<file path="src/hdl/gpp_pkg.sv">
`timescale 1ns / 1ps
`default_nettype none
package gpp_pkg;

  localparam int MAX_AGENTS  = 64;
  localparam int AGENT_BITS  = 6;
  localparam int COUNT_BITS  = 7;
  localparam int VERTEX_BITS = 20;
  localparam int STEP_BITS   = 16;
  localparam int WIDTH_BITS  = 11;
  localparam int STAT_BITS   = 3;

  localparam logic [STEP_BITS-1:0] STEP_MAX = {STEP_BITS{1'b1}};

  typedef enum logic [1:0] {
    CMD_START = 2'd0,
    CMD_GOAL  = 2'd1,
    CMD_LOC   = 2'd2,
    CMD_BEGIN = 2'd3
  } gpp_cmd_e;

  typedef enum logic [2:0] {
    K_START = 3'd0,
    K_GOAL  = 3'd1,
    K_LOC   = 3'd2,
    K_STEP  = 3'd3,
    K_BEGIN = 3'd4
  } gpp_kind_e;

  typedef enum logic [STAT_BITS-1:0] {
    ST_OK    = 3'd0,
    ST_START = 3'd1,
    ST_GOAL  = 3'd2,
    ST_MOVE  = 3'd3,
    ST_VERT  = 3'd4,
    ST_SWAP  = 3'd5
  } gpp_status_e;

  typedef struct packed {
    gpp_kind_e               kind;
    logic [AGENT_BITS-1:0]   agent;
    logic [VERTEX_BITS-1:0]  vertex;
    logic                    last;
  } gpp_entry_t;

  typedef struct packed {
    logic [STAT_BITS-1:0]   status;
    logic [STEP_BITS-1:0]   step_index;
    logic [AGENT_BITS-1:0]  first_agent;
    logic [AGENT_BITS-1:0]  second_agent;
    logic                   verdict_final;
  } gpp_result_t;

  localparam logic [COUNT_BITS-1:0] MAX_COUNT = COUNT_BITS'(MAX_AGENTS);

  function automatic logic [COUNT_BITS-1:0] live_agents(input logic [COUNT_BITS-1:0] c);
    logic [COUNT_BITS-1:0] n;
    n = c;
    if (c == '0) n = COUNT_BITS'(1);
    else if (c > MAX_COUNT) n = MAX_COUNT;
    return n;
  endfunction

endpackage
`default_nettype wire

</file>
<file path="src/hdl/gpp_front.sv">
`timescale 1ns / 1ps
`default_nettype none
module gpp_front (
  input  wire logic                           clk_i,
  input  wire logic                           rst_ni,
  input  wire logic                           in_valid_i,
  output logic                                in_ready_o,
  input  wire logic [1:0]                     cmd_i,
  input  wire logic [gpp_pkg::AGENT_BITS-1:0]  agent_i,
  input  wire logic [gpp_pkg::VERTEX_BITS-1:0] vertex_i,
  input  wire logic                           last_i,
  input  wire logic [gpp_pkg::COUNT_BITS-1:0]  n_i,
  output logic                                q_valid_o,
  output gpp_pkg::gpp_entry_t                 q_entry_o,
  input  wire logic                           q_pop_i
);
  import gpp_pkg::*;

  localparam int DEPTH = 4;
  localparam int PTR_BITS = 2;

  gpp_entry_t            fifo_q [DEPTH];
  logic [PTR_BITS-1:0]   wr_q, wr_d, rd_q, rd_d;
  logic [PTR_BITS:0]     cnt_q, cnt_d;
  gpp_entry_t            ent;
  logic                  keep, push, pop;
  logic [COUNT_BITS-1:0] agent_ext;

  assign agent_ext  = {1'b0, agent_i};
  assign in_ready_o = (cnt_q != (PTR_BITS+1)'(DEPTH));
  assign q_valid_o  = (cnt_q != '0);
  assign q_entry_o  = fifo_q[rd_q];

  // classify the request; locations of agents beyond the count are dropped
  always_comb begin
    ent.agent  = agent_i;
    ent.vertex = vertex_i;
    ent.last   = last_i;
    keep       = 1'b1;
    unique case (gpp_cmd_e'(cmd_i))
      CMD_START: ent.kind = K_START;
      CMD_GOAL:  ent.kind = K_GOAL;
      CMD_BEGIN: ent.kind = K_BEGIN;
      CMD_LOC: begin
        ent.kind = (agent_ext + COUNT_BITS'(1) == n_i) ? K_STEP : K_LOC;
        keep     = (agent_ext < n_i);
      end
      default: ent.kind = K_BEGIN;
    endcase
  end

  assign push  = in_valid_i && in_ready_o && keep;
  assign pop   = q_pop_i && q_valid_o;
  assign wr_d  = push ? wr_q + PTR_BITS'(1) : wr_q;
  assign rd_d  = pop ? rd_q + PTR_BITS'(1) : rd_q;
  assign cnt_d = cnt_q + (PTR_BITS+1)'(push) - (PTR_BITS+1)'(pop);

  always_ff @(posedge clk_i or negedge rst_ni) begin
    if (!rst_ni) begin
      wr_q  <= '0;
      rd_q  <= '0;
      cnt_q <= '0;
    end else begin
      wr_q  <= wr_d;
      rd_q  <= rd_d;
      cnt_q <= cnt_d;
    end
  end

  always_ff @(posedge clk_i) begin
    if (push) fifo_q[wr_q] <= ent;
  end

endmodule
`default_nettype wire

</file>
<file path="config.mk">
export PLATFORM = sky130hd
export DESIGN_NAME = gpp_front
export DESIGN_NICKNAME = d
export VERILOG_FILES = /design/src/hdl/gpp_pkg.sv /design/src/hdl/gpp_front.sv
export SDC_FILE = /design/constraint.sdc
export NUM_CORES = 1
export LEC_CHECK = 0
export BUFFER_PORTS_ARGS = -buffer_cell sky130_fd_sc_hd__buf_2
export CAP_MARGIN = 20
export CORE_MARGIN = 5
export CORE_UTILIZATION = 50
export CTS_CLUSTER_DIAMETER = 80
export DETAILED_ROUTE_END_ITERATION = 7
export PLACE_DENSITY = 0.71
export SLEW_MARGIN = 10
export SYNTH_ARGS = -nofsm -noshare
export SYNTH_HDL_FRONTEND = slang
export SYNTH_SLANG_ARGS = --single-unit
</file>
<file path="constraint.sdc">
create_clock -name clk_i -period 5.85 [get_ports clk_i]
set_input_delay 0.585 -clock clk_i [delete_from_list [all_inputs] [get_ports clk_i]]
set_output_delay 0.585 -clock clk_i [all_outputs]
set_load 0.05 [all_outputs]
</file>
==> flow_summary.json <==
{
  "start_kind": "register",
  "slew_headroom": 0.448,
  "grt_usage": 0.152,
  "root_buffer": "clkbuf_8",
  "r2r_slack_ns": 3.49,
  "power_density_nw_per_um2": 579,
  "nets": 390,
  "syn_area_um2": 5100,
  "fmax_ghz": 0.333,
  "antenna_left": 0,
  "dp.final_hpwl_mm": 5.33,
  "core_um2": 9860,
  "die_h_um": 111,
  "rsz0062_at_grt": "no",
  "drcViolationCount": 0,
  "cp.arrival_ns": 2.42,
  "tightest_slew_ns": 0.827,
  "cts.sink_count": 127,
  "wirelength_mm": 8.77,
  "r2r_start": "cnt_q[1]",
  "drtIter0Drc": 132,
  "vias": 2544,
  "antenna_found_initial": 0,
  "reg2reg_depth": 12,
  "synth_top_cell_area_share": 0.706,
  "cts_tree": "done",
  "yosys_warnings": 0,
  "reg2reg_to": "cnt_q[2]",
  "p_leak_uw": 0.00228,
  "synth_area_leader_cell": "edfxtp_1",
  "cp_max_fo": 22,
  "ys_ff_latch": 127,
  "setup_viol": 0,
  "layout-drive-gt1-share": 0.407,
  "syn_avg_cell_area_um2": 20.4,
  "gp_congestion": 0.740,
  "dr.pass1.iters": 4,
  "hold_path_class": "input pin to register",
  "critPathLaunch": "rd_q[0]",
  "cp_data_required_time_ns": 5.27,
  "clk_pin_slew_worst_paths_ns": 0.06,
  "post-route-util": 0.635,
  "synth.area.top_cells": "edfxtp_1 (71%), mux4_2 (13%), dfrtp_1 (3.4%), ha_1 (3.2%), xnor2_1 (1.2%)",
  "ys_async_sr_fraction": 0.0551,
  "area_delta_synth_final_pct": 22.7,
  "slew_viol_final": 0,
  "h-tree-depth": 4,
  "tns_ns": 0,
  "grt_max_degree": 31,
  "rows": 36,
  "hold_viol": 0,
  "cap_violations": 0,
  "gr-total-overflow": 0,
  "cts_buffer_depth": 2,
  "syn_nets": 304,
  "synth_common_cells": "edfxtp_1 (120), mux4_2 (30), inv_1 (15), ha_1 (13)",
  "seq_area_frac_synth": 0.740,
  "finalWorstPathRequiredPeriod_ns": 3.01,
  "post-cts-setup-buffers": 0,
  "io_pins": 72,
  "die_x_um": 111,
  "synth_edf_count": 120,
  "grt_first_pass_wirelength_mm": 14.2,
  "grt_pass1_vias": 2714,
  "syn_inst": 250,
  "diodes": 0,
  "fin_crit_sh": 0.514,
  "die-area_um2": 12300,
  "cp-end-kind": "primary output",
  "ys_types": 32,
  "clk_latency_ns": 0.51,
  "status": "completed",
  "vdd_drop_max_uv": 503,
  "io_buffers": 71,
  "synth.most_common_cell": "edfxtp_1",
  "start_util": 0.517,
  "crit_end": "q_entry_o[25]",
  "wl_per_cell_um": 18.2,
  "timing.clock.skew_ns": 0.0126,
  "synthFlopType": "edfxtp_1",
  "vias_per_cell": 5.28,
  "cts_made_buffers": 17,
  "crit_type": "register to primary output"
}
==> how the worst min path moves through the flow <==
stage               cells past startpoint       endpoint         start  slack, ns
finish                                  1   fifo_q[3][8]   vertex_i[7]       0.29
global route                            1  fifo_q[3][14]  vertex_i[13]       0.28
CTS                                     1   fifo_q[3][8]   vertex_i[7]       0.28
detailed placement                      1        wr_q[1]        rst_ni       0.43
global placement                        1        wr_q[1]        rst_ni       0.42
floorplan                               0       cnt_q[0]        rst_ni       0.29
==> worst max-delay path, stage by stage (launching register included) <==
cell	delay, ns
dfrtp_2	0.60
buf_4	0.47
mux4_2	0.60
buf_2	0.24
==> cell families (layout without fill, tap and decap cells) <==
| logic type | Yosys count | after routing | synth area share |
|---|---|---|---|
| muxes | 31 | 31 | 0.135 |
| xor gates and xnor gates | 10 | 10 | 0.0172 |
| DFF | 127 | 127 | 0.740 |
| adders and majority gates | 14 | 14 | 0.0358 |
| AOI/OAI and AO/OA | 12 | 12 | 0.0172 |
| buffers and inverters | 22 | 121 | 0.0169 |
| and+or+nand+nor | 34 | 34 | 0.0380 |
==> cell type report <==
type | count | area [µm²]
clock buffers | 18 | 418
flip-flops and latches | 127 | 3780
fillers | 681 | 3600
multi-input cells | 101 | 1240
clock inverters | 14 | 216
inverters | 15 | 56.3
well taps | 133 | 166
repair buffers | 74 | 380
==> layer usage <==
metal	global-route usage	vias to the layer above	wire, µm
li1	-	1184	-
met1	0.203	1275	3990
met2	0.239	76	4220
met3	0.0431	9	445
met4	0.0584	0	117
met5	0	-	0
==> cells in the final DEF (no fill, tap or decap), types with 3 or more instances in the layout <==
cell,count
a21oi_1,3
and2_2,4
buf_2,71
bufinv_16,5
clkbuf_16,16
clkinv_4,6
dfrtp_1,6
edfxtp_1,120
ha_1,13
inv_1,15
mux4_2,30
nand2_1,6
nand4_1,6
nor2_1,4
nor2b_1,3
xnor2_1,7
xor2_1,3
==> what timing repair did <==
item / in CTS / in global routing
hold endpoints to repair: 7 / 0
hold buffers: 1 / 0
resized for setup: 0 / 0
==> state kept, by name, summed over array words and instances (netlist names) <==
signal / cells
cnt_q: 3
wr_q: 2
fifo_q: 120
rd_q: 2
==> where the power goes <==
group / internal, µW / total (µW) / switching [µW]
Sequential: 1200 / 1290 / 88.6
Combinational: 385 / 1230 / 845
Clock: 735 / 1100 / 367
Total: 2320 / 3620 / 1300
==> through the flow <==
stage               setup slack (ns)  hold WS (ns)  area, µm²  power [µW]  instances
finish                          2.84         0.291       6260        3620        482
global route                    2.66         0.277       6260        3790        482
CTS                             2.76         0.277       6260        3670        482
detailed placement              2.60         0.431       5620        2570        449
global placement                2.66         0.425       5620        2550        449
floorplan                       2.94         0.289       5100        2280        250
No activity file was read; power rests on OpenSTA's default activity.
